`src/rtl/core/assert_macros.svh`:
```
// Assertion macros shared by the clusterer RTL.
// No dependencies; included by files that carry concurrent assertions.
`ifndef ASSERT_MACROS_SVH
`define ASSERT_MACROS_SVH

// Clocked property, disabled while reset is high.
`define KML_ASSERT(lbl, clk, rst, prop, msg) \
  lbl: assert property (@(posedge clk) disable iff (rst) prop) else $error(msg);

// Clocked property checked on every edge, reset included.
`define KML_ASSERT_ALWAYS(lbl, clk, prop, msg) \
  lbl: assert property (@(posedge clk) prop) else $error(msg);

`endif

```
`src/rtl/core/kml_pkg.sv`:
```
// Shared constants, codes and types of the k-means clusterer.
// No dependencies; used by every module in rtl/core.
package kml_pkg;

  localparam int MAX_POINTS   = 1024;
  localparam int MAX_CLUSTERS = 8;
  localparam int DIMS         = 4;

  localparam int COORD_W = 16;
  localparam int FRAC_W  = 16;
  localparam int PT_AW   = $clog2(MAX_POINTS);
  localparam int CNT_W   = $clog2(MAX_POINTS + 1);
  localparam int CL_W    = $clog2(MAX_CLUSTERS);
  localparam int K_W     = $clog2(MAX_CLUSTERS + 1);
  localparam int DIM_IW  = (DIMS > 1) ? $clog2(DIMS) : 1;
  localparam int DIM_CW  = $clog2(DIMS + 1);
  localparam int DIFF_W  = COORD_W + 1;
  localparam int SQ_W    = 2 * COORD_W;          // |diff| <= 2^16-1, square < 2^32
  localparam int DIST_W  = SQ_W + $clog2(DIMS);
  localparam int TOT_W   = DIST_W + PT_AW;
  localparam int SUM_W   = COORD_W + PT_AW;
  localparam int FIFO_DEPTH = 4;

  localparam logic [2:0] KIND_CLEAR = 3'd0;
  localparam logic [2:0] KIND_LOAD  = 3'd1;
  localparam logic [2:0] KIND_FRAC  = 3'd2;
  localparam logic [2:0] KIND_RUN   = 3'd3;
  localparam logic [2:0] KIND_READ  = 3'd4;

  localparam logic [1:0] STATUS_OK       = 2'd0;
  localparam logic [1:0] STATUS_NO_PTS   = 2'd1;
  localparam logic [1:0] STATUS_FULL     = 2'd2;
  localparam logic [1:0] STATUS_BAD_IDX  = 2'd3;

  localparam logic [1:0] CFG_NUM_CLUSTERS = 2'd0;
  localparam logic [1:0] CFG_MAX_ITER     = 2'd1;
  localparam logic [1:0] CFG_DIMS         = 2'd2;

  typedef logic [COORD_W-1:0] coord_t;
  typedef coord_t [DIMS-1:0] point_t;
  typedef logic [DIMS-1:0][SUM_W-1:0] sum_row_t;

  typedef struct packed {
    logic              start;
    logic [DIM_CW-1:0] dims;
  } dist_req_t;

  typedef struct packed {
    logic [2:0]       label;
    logic [7:0]       iterations;
    logic [CNT_W-1:0] points_loaded;
    logic [1:0]       status;
  } result_t;

endpackage

```
`src/rtl/core/kml_div.sv`:
```
// Restoring divider for cluster means: signed sum over unsigned count,
// quotient truncated toward zero. Depends on kml_pkg.
module kml_div (
  input  logic                              clk,
  input  logic                              rst,
  input  logic                              start,
  input  logic signed [kml_pkg::SUM_W-1:0]  dividend,
  input  logic [kml_pkg::CNT_W-1:0]         divisor,
  output logic                              done,
  output kml_pkg::coord_t                   quotient
);

  localparam int STEP_W = $clog2(kml_pkg::SUM_W);

  logic                        busy;
  logic [STEP_W-1:0]           step;
  logic [kml_pkg::SUM_W-1:0]   q;
  logic [kml_pkg::CNT_W-1:0]   r;
  logic [kml_pkg::CNT_W-1:0]   den;
  logic                        neg;
  logic [kml_pkg::CNT_W:0]     t, t_sub;
  logic                        ge;

  assign t        = {r, q[kml_pkg::SUM_W-1]};
  assign t_sub    = t - {1'b0, den};
  assign ge       = t >= {1'b0, den};
  assign quotient = kml_pkg::COORD_W'(neg ? (kml_pkg::SUM_W'(0) - q) : q);

  always_ff @(posedge clk) begin
    if (rst) begin
      busy <= 1'b0;
      done <= 1'b0;
    end else begin
      done <= 1'b0;
      if (start) begin
        busy <= 1'b1;
        step <= '0;
        neg  <= dividend[kml_pkg::SUM_W-1];
        q    <= dividend[kml_pkg::SUM_W-1] ? (kml_pkg::SUM_W'(0) - dividend) : dividend;
        r    <= '0;
        den  <= divisor;
      end else if (busy) begin
        r    <= ge ? t_sub[kml_pkg::CNT_W-1:0] : t[kml_pkg::CNT_W-1:0];
        q    <= {q[kml_pkg::SUM_W-2:0], ge};
        step <= step + 1'b1;
        if (step == STEP_W'(kml_pkg::SUM_W - 1)) begin
          busy <= 1'b0;
          done <= 1'b1;
        end
      end
    end
  end

endmodule

```
`config.mk`:
```
export PLATFORM = sky130hd
export DESIGN_NAME = kml_div
export DESIGN_NICKNAME = d
export VERILOG_FILES = /design/src/rtl/core/assert_macros.svh /design/src/rtl/core/kml_pkg.sv /design/src/rtl/core/kml_div.sv
export SDC_FILE = /design/constraint.sdc
export NUM_CORES = 1
export LEC_CHECK = 0
export BUFFER_PORTS_ARGS = -buffer_cell sky130_fd_sc_hd__clkbuf_2
export CAP_MARGIN = 5
export CORE_MARGIN = 2
export CORE_UTILIZATION = 40
export DETAILED_ROUTE_END_ITERATION = 7
export HOLD_SLACK_MARGIN = 0.12
export PLACE_DENSITY = 0.69
export SYNTH_ARGS = -nofsm -noshare
export SYNTH_HDL_FRONTEND = slang
export SYNTH_SLANG_ARGS = --single-unit
```
`constraint.sdc`:
```
create_clock -name clk -period 5.8 [get_ports clk]
set_input_delay 0.29 -clock clk [delete_from_list [all_inputs] [get_ports clk]]
set_output_delay 0.29 -clock clk [all_outputs]
set_load 0.005 [all_outputs]
```
==> key figures <==
Run status
  – Status: finished, final reports clean

Placed design
  – Port Buf Inserts: 56
  – Post-place setup slack: 3190 ps
  – Placer Congestion: 0.955
  – Post-DP HPWL: 5830 um

Critical path
  – Largest delay contributor family on the critical path: simple AND/OR/NAND/NOR gates
  – CP endpoint kind: output port
  – CP arrival: 2480 ps
  – Startpoint types: flop
  – Buf/Inv on CP: 1
  – CP max FO: 4
  – Crit path largest cell delay: 460 ps
  – Critical path depth: 7
  – Worst EP required: 5510 ps
  – Register-to-Register Path Depth: 9
  – Worst R2R Start: q[25]
  – Highest-delay cell along the critical path: edfxtp_1
  – Kind of critical path: flop to output port
  – Setup crit start: q[0]
  – Crit-path cells: nor3_2 > nand2_1 > or3_4 > or4_4 > o41ai_2 > xnor2_1 > clkbuf_2

Logic synthesis
  – Most frequent cell after synthesis: edfxtp_1
  – Seq cells post-synth: 56
  – Synthesized area per cell: 9.91 um^2
  – Most used DFF post-synth: edfxtp_1
  – Synth cell count leaders: edfxtp_1 (54), nor2_1 (42), a21oi_1 (38)
  – Synth Warn #: 0
  – Mapped cell area: 0.00365 mm^2
  – Area share of the leading cell type in the synthesized netlist: 44.4%
  – Async SR Flop Fraction: 0%
  – Synth unique cells: 52
  – Cells after Synth: 368
  – Syn Nets: 424
  – Post-synth EDFFs: 54
  – Sequential share of the synthesized area: 45.5%
  – Area leader, netlist: edfxtp_1
  – Synth area leaders: edfxtp_1 (44%), xnor2_1 (5.5%), xor2_1 (5.5%)

Drt
  – Vias: 2890
  – Detail Route Antenna Nets: 0
  – Routed WL: 7930 um
  – Vias per cell: 5.44
  – Drt first pass iters: 5
  – # DRC: 0
  – WL/cell: 14.9 um
  – Detailed Route Iter0 Violations: 148

Floorplanning
  – Core Box Area: 0.00876 mm^2
  – IO Count: 57
  – DIE AREA: 0.00990 mm^2
  – Die width: 99.5 um
  – Placement Rows: 34
  – Die height: 99.5 um
  – Initial Utilization: 41.6%

Clock network
  – Root Buffer: clkbuf_8
  – CTS Buffer Depth: 2
  – CTS buffer count: 5
  – Post-cts resize count: 0
  – CTS Sinks: 56
  – Clock latency on the worst-skew pair: 320 ps
  – CTS tree: yes
  – CTS clk-pin slew, worst paths: 110 ps
  – H-tree depth: 2

STA
  – Final Hold Viols: 0
  – Crit share post-route: 47.7%
  – RSZ-0062 raised after global routing: no
  – Actual slew at the worst max-slew pin: 1160 ps
  – Setup Viol. Count Final: 0
  – Slew HR: 22.6%
  – Final Max Slew Viols: 0
  – Achievable clock frequency: 362 MHz
  – Final setup margin: 3030 ps
  – Total Neg Setup Slack: 0 ps
  – Min Clock Period, post-route: 2770 ps
  – Clk_skew: 7.23 ps

GRT
  – Vias in the first global route: 2766
  – Met1 Track Usage GR: 22.5%
  – GRT overflow: 0
  – GRT busiest layer: met2
  – Global-route wire length before repair: 13100 um
  – Tot GR Track Use: 16.5%
  – Largest net degree at the start of global routing: 67
  – M2 GR Usage: 26.7%
  – Initial antenna violation count: 0
  – Met3 usage: 3.30%

Pwr
  – PwrDens: 244 mW/mm^2
  – Pleak: 1.62 nW
  – Max VDD drop: 0.000115 V

Cells and area
  – Fillers: 842
  – Register area: 0.00166 mm^2
  – Share of layout cells above drive strength 1: 19.6%
  – Layout area overhead: 13.7%
  – Antenna Cells: 0
  – Multi-input logic area: 0.00186 mm^2
  – Nets: 478

Worst hold path
  – Hold Path Depth: 1
  – Worst Hold Class: input pin to flop
  – Hold path start: divisor[0]

Job
  – Max Cap Viol: 0
[metrics by stage]
stage	hold slack, ps	instance area [um^2]	util [%]	power [mW]	std cells
floorplan	369	3650	-	0.704	368
global placement	469	4030	46.0	0.780	521
detailed placement	471	4030	46.0	0.789	521
CTS	127	4130	47.1	1.02	529
global route	124	4150	47.3	1.07	531
finish	140	4150	47.3	1.01	531
[final timing paths]
check / end / slack (ps)
max: quotient[13] / 3030
min: den[0] / 140
max reg2reg: r[10] / 3100
min reg2reg: done / 520
[cell usage in the layout, fill, tap and decap left out, types with 4 or more instances in the layout]
cell / count
nand2b_1: 7
ha_1: 15
xnor2_1: 23
clkbuf_8: 5
or3_1: 7
o21a_1: 4
edfxtp_1: 54
o31ai_1: 11
nor3_1: 6
o211ai_1: 4
xor2_1: 23
nor2_1: 41
inv_1: 21
nand2_1: 24
clkbuf_2: 56
nand3_1: 9
o21ai_0: 18
a21oi_1: 38
[layout make-up]
type | instances | area share [%]
clock inverter | 3 | 0.663
clock buffer | 5 | 1.66
tap | 108 | 3.26
inverter | 21 | 1.90
multi-input combinational | 278 | 44.9
sequential | 56 | 40.0
timing repair buffer | 60 | 7.60
[registers in the layout, indices dropped and copies added (netlist names)]
signal and count:
neg 1, step 5, den 11, r 11, busy 1, done 1, q 26
[worst reg2reg max path, cell delays in order, from the launching register on]
cell      delay (ps)
edfxtp_1         380
inv_1             50
ha_1             220
fa_1             400
nand2b_1         180
a21oi_1          250
o21a_1           300
or3_1            320
nand3_2          150
o32ai_1          270
[cells by family after synthesis]
family	after synthesis	synth area share (%)
fa+ha+maj	16	5.69
mux	1	0.274
xor+xnor	46	11.0
buf+inv	34	3.64
flops	56	45.5
simple gates	119	17.1
compound gates	96	16.7
[metal layers]
metal  vias to the layer above  part of all wire, %
met2                        71                   49
li1                       1446                    -
met1                      1364                   46
met4                         0                  1.5
met5                         -                    0
met3                         9                  3.6
[where the power goes]
| part | switching, mW | total [mW] | internal (mW) |
|---|---|---|---|
| Sequential | 0.0240 | 0.511 | 0.487 |
| Clock | 0.138 | 0.227 | 0.0890 |
| Combinational | 0.157 | 0.273 | 0.116 |
[what timing repair did]
action / 4_1_cts / 5_1_grt
setup endpoints to repair: 0 / 0
hold buffers: 0 / 2
endpoints found under the hold margin: 0 / 2
buffers inserted: 0 / 0
Note: power is estimated with default switching activity, not from simulation.
