## src/rtl/core/assert_macros.svh

```systemverilog
// Assertion macros shared by the clusterer RTL.
// No dependencies; included by files that carry concurrent assertions.
`ifndef ASSERT_MACROS_SVH
`define ASSERT_MACROS_SVH

// Clocked property, disabled while reset is high.
`define KML_ASSERT(lbl, clk, rst, prop, msg) \
  lbl: assert property (@(posedge clk) disable iff (rst) prop) else $error(msg);

// Clocked property checked on every edge, reset included.
`define KML_ASSERT_ALWAYS(lbl, clk, prop, msg) \
  lbl: assert property (@(posedge clk) prop) else $error(msg);

`endif

```

## src/rtl/core/kml_pkg.sv

```systemverilog
// Shared constants, codes and types of the k-means clusterer.
// No dependencies; used by every module in rtl/core.
package kml_pkg;

  localparam int MAX_POINTS   = 1024;
  localparam int MAX_CLUSTERS = 8;
  localparam int DIMS         = 4;

  localparam int COORD_W = 16;
  localparam int FRAC_W  = 16;
  localparam int PT_AW   = $clog2(MAX_POINTS);
  localparam int CNT_W   = $clog2(MAX_POINTS + 1);
  localparam int CL_W    = $clog2(MAX_CLUSTERS);
  localparam int K_W     = $clog2(MAX_CLUSTERS + 1);
  localparam int DIM_IW  = (DIMS > 1) ? $clog2(DIMS) : 1;
  localparam int DIM_CW  = $clog2(DIMS + 1);
  localparam int DIFF_W  = COORD_W + 1;
  localparam int SQ_W    = 2 * COORD_W;          // |diff| <= 2^16-1, square < 2^32
  localparam int DIST_W  = SQ_W + $clog2(DIMS);
  localparam int TOT_W   = DIST_W + PT_AW;
  localparam int SUM_W   = COORD_W + PT_AW;
  localparam int FIFO_DEPTH = 4;

  localparam logic [2:0] KIND_CLEAR = 3'd0;
  localparam logic [2:0] KIND_LOAD  = 3'd1;
  localparam logic [2:0] KIND_FRAC  = 3'd2;
  localparam logic [2:0] KIND_RUN   = 3'd3;
  localparam logic [2:0] KIND_READ  = 3'd4;

  localparam logic [1:0] STATUS_OK       = 2'd0;
  localparam logic [1:0] STATUS_NO_PTS   = 2'd1;
  localparam logic [1:0] STATUS_FULL     = 2'd2;
  localparam logic [1:0] STATUS_BAD_IDX  = 2'd3;

  localparam logic [1:0] CFG_NUM_CLUSTERS = 2'd0;
  localparam logic [1:0] CFG_MAX_ITER     = 2'd1;
  localparam logic [1:0] CFG_DIMS         = 2'd2;

  typedef logic [COORD_W-1:0] coord_t;
  typedef coord_t [DIMS-1:0] point_t;
  typedef logic [DIMS-1:0][SUM_W-1:0] sum_row_t;

  typedef struct packed {
    logic              start;
    logic [DIM_CW-1:0] dims;
  } dist_req_t;

  typedef struct packed {
    logic [2:0]       label;
    logic [7:0]       iterations;
    logic [CNT_W-1:0] points_loaded;
    logic [1:0]       status;
  } result_t;

endpackage

```

## src/rtl/core/kml_dist.sv

```systemverilog
// Squared Euclidean distance unit, one coordinate term per cycle.
// Depends on kml_pkg.
module kml_dist (
  input  logic                          clk,
  input  logic                          rst,
  input  kml_pkg::dist_req_t            req,
  input  kml_pkg::point_t               pt,
  input  kml_pkg::point_t               ctr,
  output logic                          done,
  output logic [kml_pkg::DIST_W-1:0]    sqdist
);

  logic                          issuing;
  logic [kml_pkg::DIM_IW-1:0]    d;
  logic [kml_pkg::DIM_CW-1:0]    dims_r;
  kml_pkg::point_t               pt_r;
  kml_pkg::point_t               ctr_r;
  logic                          s1_v, s1_last, s2_v, s2_last;
  logic signed [kml_pkg::DIFF_W-1:0]   diff;
  logic signed [2*kml_pkg::DIFF_W-1:0] prod;
  logic [kml_pkg::SQ_W-1:0]      sq;
  logic                          last;

  assign last = (kml_pkg::DIM_CW'(d) + 1'b1) == dims_r;
  assign prod = diff * diff;

  always_ff @(posedge clk) begin
    if (rst) begin
      issuing <= 1'b0;
      s1_v    <= 1'b0;
      s2_v    <= 1'b0;
      done    <= 1'b0;
    end else begin
      done    <= s2_v & s2_last;
      s2_v    <= s1_v;
      s2_last <= s1_last;
      if (req.start) begin
        issuing <= 1'b1;
        d       <= '0;
        dims_r  <= req.dims;
        pt_r    <= pt;
        ctr_r   <= ctr;
        s1_v    <= 1'b0;
      end else if (issuing) begin
        s1_v    <= 1'b1;
        s1_last <= last;
        d       <= d + 1'b1;
        if (last) issuing <= 1'b0;
      end else begin
        s1_v <= 1'b0;
      end
    end
  end

  // datapath: difference, square, accumulate
  always_ff @(posedge clk) begin
    diff <= $signed({pt_r[d][kml_pkg::COORD_W-1], pt_r[d]})
          - $signed({ctr_r[d][kml_pkg::COORD_W-1], ctr_r[d]});
    sq   <= prod[kml_pkg::SQ_W-1:0];
    if (req.start) sqdist <= '0;
    else if (s2_v) sqdist <= sqdist + kml_pkg::DIST_W'(sq);
  end

endmodule

```

## config.mk

```make
export PLATFORM = sky130hd
export DESIGN_NAME = kml_dist
export DESIGN_NICKNAME = d
export VERILOG_FILES = /design/src/rtl/core/assert_macros.svh /design/src/rtl/core/kml_pkg.sv /design/src/rtl/core/kml_dist.sv
export SDC_FILE = /design/constraint.sdc
export NUM_CORES = 1
export LEC_CHECK = 0
export ABC_CLOCK_PERIOD_IN_PS = 15800
export BUFFER_PORTS_ARGS = -buffer_cell sky130_fd_sc_hd__buf_4
export CAP_MARGIN = 25
export CORE_ASPECT_RATIO = 1.4
export CORE_MARGIN = 8
export CORE_UTILIZATION = 65
export CTS_BUF_LIST = sky130_fd_sc_hd__clkbuf_16
export CTS_CLUSTER_DIAMETER = 100
export DETAILED_ROUTE_END_ITERATION = 8
export PLACE_DENSITY = 0.92
export SKIP_CTS_REPAIR_TIMING = 1
export SYNTH_ARGS = -nofsm -noshare
export SYNTH_HDL_FRONTEND = slang
export SYNTH_SLANG_ARGS = --single-unit
```

## constraint.sdc

```tcl
create_clock -name clk -period 15.8 [get_ports clk]
set_input_delay 0.79 -clock clk [delete_from_list [all_inputs] [get_ports clk]]
set_output_delay 0.79 -clock clk [all_outputs]
set_load 0.02 [all_outputs]
```

==> results of run 1 <==
worst max-delay path by stage:
stage | depth (start not counted) | start | endpoint
2_1_floorplan | 3 | req[3] | ctr_r[0]$_DFFE_PP_
3_3_place_gp | 21 | diff[8]$_DFF_P_ | sq[28]$_DFF_P_
3_5_place_dp | 20 | diff[4]$_DFF_P_ | sq[28]$_DFF_P_
4_1_cts | 21 | diff[8]$_DFF_P_ | sq[28]$_DFF_P_
5_1_grt | 21 | diff[8]$_DFF_P_ | sq[28]$_DFF_P_
6_report | 21 | diff[8]$_DFF_P_ | sq[28]$_DFF_P_
flip-flops by register name, indices dropped and copies added (netlist names):
signal   count
issuing      1
sq          31
dims_r       3
s1_last      1
pt_r        64
sqdist      34
s2_last      1
d            2
s2_v         1
s1_v         1
diff        17
ctr_r       64
done         1
synth_stat cells, types with 4 or more instances:
cell	instances
mux4_2	32
a21boi_0	10
nor3b_1	6
o311ai_0	5
and2_1	62
xor2_1	29
a31oi_1	9
buf_1	7
nand4_1	6
dfxtp_1	86
nor2b_1	17
o21bai_1	9
o21ai_0	26
fa_1	256
a21o_1	26
nor2_1	80
ha_1	135
xnor2_1	54
nor3_1	7
o21a_1	7
and3_1	11
o22ai_1	7
a21oi_1	56
o31ai_1	4
mux2i_1	16
nand3b_1	5
nand2_1	101
o211ai_1	4
edfxtp_1	135
inv_1	376
a211oi_1	7
nand2b_1	24
nand3_1	19
clkbuf_1	35
cells by family (layout without fill, tap and decap cells):
family | after synthesis | count (layout) | synth area share
AO/OA/AOI/OAI | 208 | 208 | 0.0755
XOR/XNOR | 83 | 83 | 0.0382
adder cells (fa/ha/maj) | 391 | 391 | 0.358
buffers and inverters | 421 | 591 | 0.0839
flip-flops | 221 | 221 | 0.304
multiplexers | 50 | 50 | 0.0475
AND/OR/NAND/NOR | 354 | 354 | 0.0932
routing by layer:
layer	part of all wire	global-route usage
met5	0	0
met4	0.037	0.0937
met3	0.058	0.0467
met2	0.55	0.472
met1	0.36	0.263
through the flow:
| stage | worst slack (ns) | hold WS, ns | cells | instance area, um2 |
|---|---|---|---|---|
| after detailed placement | 8.84 | 0.428 | 2237 | 20600 |
| after CTS | 8.84 | 0.391 | 2276 | 21400 |
| after global routing | 8.34 | 0.397 | 2278 | 21400 |
| after floorplan | 8.67 | 0.400 | 1728 | 19000 |
| final | 8.72 | 0.412 | 2278 | 21400 |
| after global placement | 9.15 | 0.408 | 2237 | 20600 |
cell type report:
cell class / instances / share of cell area
clock buffers: 22 / 0.0257
clock inverters: 17 / 0.00911
inverters: 376 / 0.0659
multi-input cells: 1086 / 0.544
flip-flops and latches: 221 / 0.270
well taps: 380 / 0.0222
repair buffers: 176 / 0.0632
==> results_dict.tcl, run 1 <==
set metrics [dict create \
    num_vias 12900 \
    finalNetCount 2408 \
    ys.flop_type "edfxtp_1" \
    start_util 0.656 \
    grt_max_degree 95 \
    min_to "ctr_r[37]$_DFFE_PP_" \
    ff_latch_area_um2 5780 \
    min_path_cells 1 \
    cts_tree "done" \
    slew_headroom 0.373 \
    fin_crit_ns 7.08 \
    timing.final.max_slew_violations 0 \
    reg2reg_from "diff[8]$_DFF_P_" \
    drc 0 \
    final_cell_mix "379 x inv_1, 256 x fa_1, 174 x buf_4" \
    fin_crit_sh 0.448 \
    crit_family "adder cells" \
    setup_viol 0 \
    drt_wl_total_um 42000 \
    synth_edf_count 135 \
    async_flop_share 0 \
    yosysTopAreaCell "fa_1" \
    antenna_found_initial 0 \
    netlist_top_cells_area "fa_1 27%, edfxtp_1 21%, dfxtp_1 9.0%" \
    max_freq_mhz 141 \
    cpMostUsedCell "fa_1" \
    rows 74 \
    reg2reg_to "sq[28]$_DFF_P_" \
    gp_congestion 0.941 \
    cts_sinks 221 \
    r2r_setup_slack_ns 8.72 \
    fin_skew_ns 0.0250 \
    yosys.cell_types.count 72 \
    track_usage 0.247 \
    diodes 0 \
    status "complete, no violations" \
    synthCells 1728 \
    die_y_um 218 \
    wire_per_inst_um 18.4 \
    end_kind "flop" \
    worstPathArrival_ns 7.50 \
    multiInputGateArea_um2 11700 \
    drive_above_1_share 0.137 \
    synth.net_count 2253 \
    crit_slowest_cell "dfxtp_1" \
    criticalPathCategory "flop to flop" \
    avgSynthCellArea_um2 11.0 \
    cts_buffers 22 \
    required_ns 16.22 \
    dr.pass1.iters 5 \
    clockBufferDepth 3 \
    areaGrowthSynthToFinish_pct 12.6 \
    dpl.hpwl_um 33100 \
    setup_tns_ns 0 \
    die_width_um 161 \
    core_area_um2 29000 \
    crit_chain "and2_1 -> inv_1 -> fa_1 -> fa_1 -> fa_1 -> fa_1 -> inv_1 -> fa_1 -> inv_1 -> fa_1 -> inv_1 -> ha_1 -> and4_1 -> a21oi_1 -> a21boi_0 -> a31oi_1 -> a221oi_1 -> o31ai_1 -> nor2_1 -> nor2_1 -> o311ai_1" \
    clock_latency_ns 0.55 \
    viasPerCell 5.65 \
    synth.top_cell.area_share 0.269 \
    drtIter0Drc 678 \
    hold_start "ctr[37]" \
    final_core_util 0.739 \
    rr_worst_depth 21 \
    cts-root-buf "clkbuf_16" \
    cp_num_buf_inv 4 \
    num-fill-cells 1807 \
    finalHoldViolCount 0 \
    grt_pass1_wl_um 69900 \
    ios 169 \
    final_common_cell "inv_1" \
    drv_cap 0 \
    synth.yosys.seq_area_share 0.304 \
    rsz0062_at_grt "no" \
    ys_ff_latch 221 \
    netlist_area_um2 19000 \
    worst_path_largest_cell_delay_ns 0.78 \
    clk_pin_slew_ns 0.06 \
    ant_nets 0 \
    port_buffers 168 \
    worst_pin_slew_ns 0.929 \
    overflow 0 \
    worstSetupStartpointType "flop" \
    hp-class "input port to flop" \
    crit_path_max_fanout 18 \
    grt_pass1_vias 14600 \
    ys_warn_count 0 \
    htreeDepth 1 \
    die-area_um2 35100 \
]
Power of run 1 is left out: the tool's default activity adds up to more than one toggle a clock period on the data nets, which glitch-free logic cannot reach.
==> run 2, diff against run 1 <==
ABC_CLOCK_PERIOD_IN_PS = 6500   (was 15800)
CORE_UTILIZATION = 56   (was 65)
PLACE_DENSITY = 0.85   (was 0.92)
clock period = 6.5 ns   (was 15.8 ns; I/O delays follow)
==> results_dict.tcl, run 2 (same netlist as run 1, synthesis figures left out) <==
set metrics [dict create \
    status "complete, no violations" \
    crit_slowest_cell "fa_1" \
    fin_crit_sh 0.959 \
    dr.pass1.iters 5 \
    clock_latency_ns 0.54 \
    worst_pin_slew_ns 0.897 \
    track_usage 0.208 \
    crit_path_max_fanout 7 \
    die_y_um 234 \
    areaGrowthSynthToFinish_pct 21.2 \
    setup_viol 0 \
    rsz0062_at_grt "no" \
    port_buffers 168 \
    finalNetCount 2575 \
    cts_buffers 23 \
    final_common_cell "inv_1" \
    crit_chain "buf_4 -> and2_1 -> fa_1 -> inv_1 -> fa_1 -> inv_1 -> fa_1 -> inv_1 -> fa_1 -> fa_1 -> fa_1 -> inv_1 -> ha_2 -> nor2b_2 -> o32ai_1 -> a31oi_1 -> a221oi_1 -> buf_4 -> o31ai_2 -> nor2_1 -> or3b_2 -> o311ai_1" \
    drv_cap 0 \
    drtIter0Drc 890 \
    fin_crit_ns 6.23 \
    wire_per_inst_um 18.6 \
    viasPerCell 5.39 \
    core_area_um2 33800 \
    fin_skew_ns 0.0194 \
    cts_sinks 221 \
    required_ns 6.94 \
    criticalPathCategory "flop to flop" \
    antenna_found_initial 1 \
    worst_path_largest_cell_delay_ns 0.55 \
    grt_pass1_vias 14300 \
    timing.final.max_slew_violations 0 \
    setup_tns_ns 0 \
    drive_above_1_share 0.148 \
    overflow 0 \
    die-area_um2 40200 \
    end_kind "flop" \
    start_util 0.562 \
    rows 80 \
    cts-root-buf "clkbuf_16" \
    die_width_um 172 \
    ff_latch_area_um2 5780 \
    slew_headroom 0.402 \
    clk_pin_slew_ns 0.07 \
    grt_max_degree 75 \
    drc 0 \
    worstSetupStartpointType "flop" \
    finalHoldViolCount 0 \
    cpMostUsedCell "fa_1" \
    cts_tree "done" \
    multiInputGateArea_um2 11700 \
    hp-class "input port to flop" \
    clockBufferDepth 3 \
    gp_congestion 0.931 \
    htreeDepth 1 \
    final_cell_mix "380 x inv_1, 256 x fa_1, 210 x buf_4" \
    final_core_util 0.681 \
    num-fill-cells 2290 \
    top_regs "ctr_r x64, pt_r x64, sqdist x34" \
    num_vias 13600 \
    ios 169 \
    drt_wl_total_um 46800 \
    ant_nets 0 \
    grt_pass1_wl_um 67000 \
    dpl.hpwl_um 33200 \
    max_freq_mhz 160 \
    worstPathArrival_ns 6.67 \
]
run 2: routing by layer:
layer  global-route usage  routed length, um  vias up
li1                     -                  -     6227
met1                0.222              16800     6720
met2                0.391              25300      498
met3               0.0369               2480      142
met4               0.0937               2170        0
met5                    0                  0        -
run 2: worst paths after layout:
kind / start / end / slack, ns / cells after the start
max: diff[4]$_DFF_P_ / sq[28]$_DFF_P_ / 0.27 / 22
min: req[3] / sqdist[23]$_SDFFE_PP0P_ / 0.25 / 2
max reg2reg: diff[4]$_DFF_P_ / sq[28]$_DFF_P_ / 0.27 / 22
min reg2reg: s1_last$_DFFE_PP_ / s2_last$_DFFE_PN_ / 0.42 / 0
run 2: through the flow:
step / setup WS [ns] / hold WS (ns) / instances / area, um2
after floorplan: 0.196 / 0.394 / 1728 / 19000
after global placement: 0.374 / 0.408 / 2344 / 21000
after detailed placement: 0.212 / 0.412 / 2344 / 21000
after CTS: 0.201 / -0.0590 / 2386 / 21700
after global routing: 0.0154 / 0.271 / 2519 / 23100
final: 0.268 / 0.249 / 2519 / 23100
run 2: cell type report:
type / instances / area share
multi-input combinational: 1086 / 0.506
sequential: 221 / 0.251
timing repair buffer: 342 / 0.126
inverter: 376 / 0.0612
clock buffer: 23 / 0.0250
tap: 451 / 0.0245
clock inverter: 19 / 0.00608
antenna: 1 / 0.000109
run 2: critical path, delay by kind of cell, from the launching register on:
| family | cells | cell delay, ns |
|---|---|---|
| buffers and inverters | 6 | 0.55 |
| flip-flops | 1 | 0.38 |
| AO/OA/AOI/OAI | 5 | 0.89 |
| AND/OR/NAND/NOR | 4 | 0.94 |
| adder cells (fa/ha/maj) | 7 | 3.38 |
Power of run 2 is left out for the same reason.
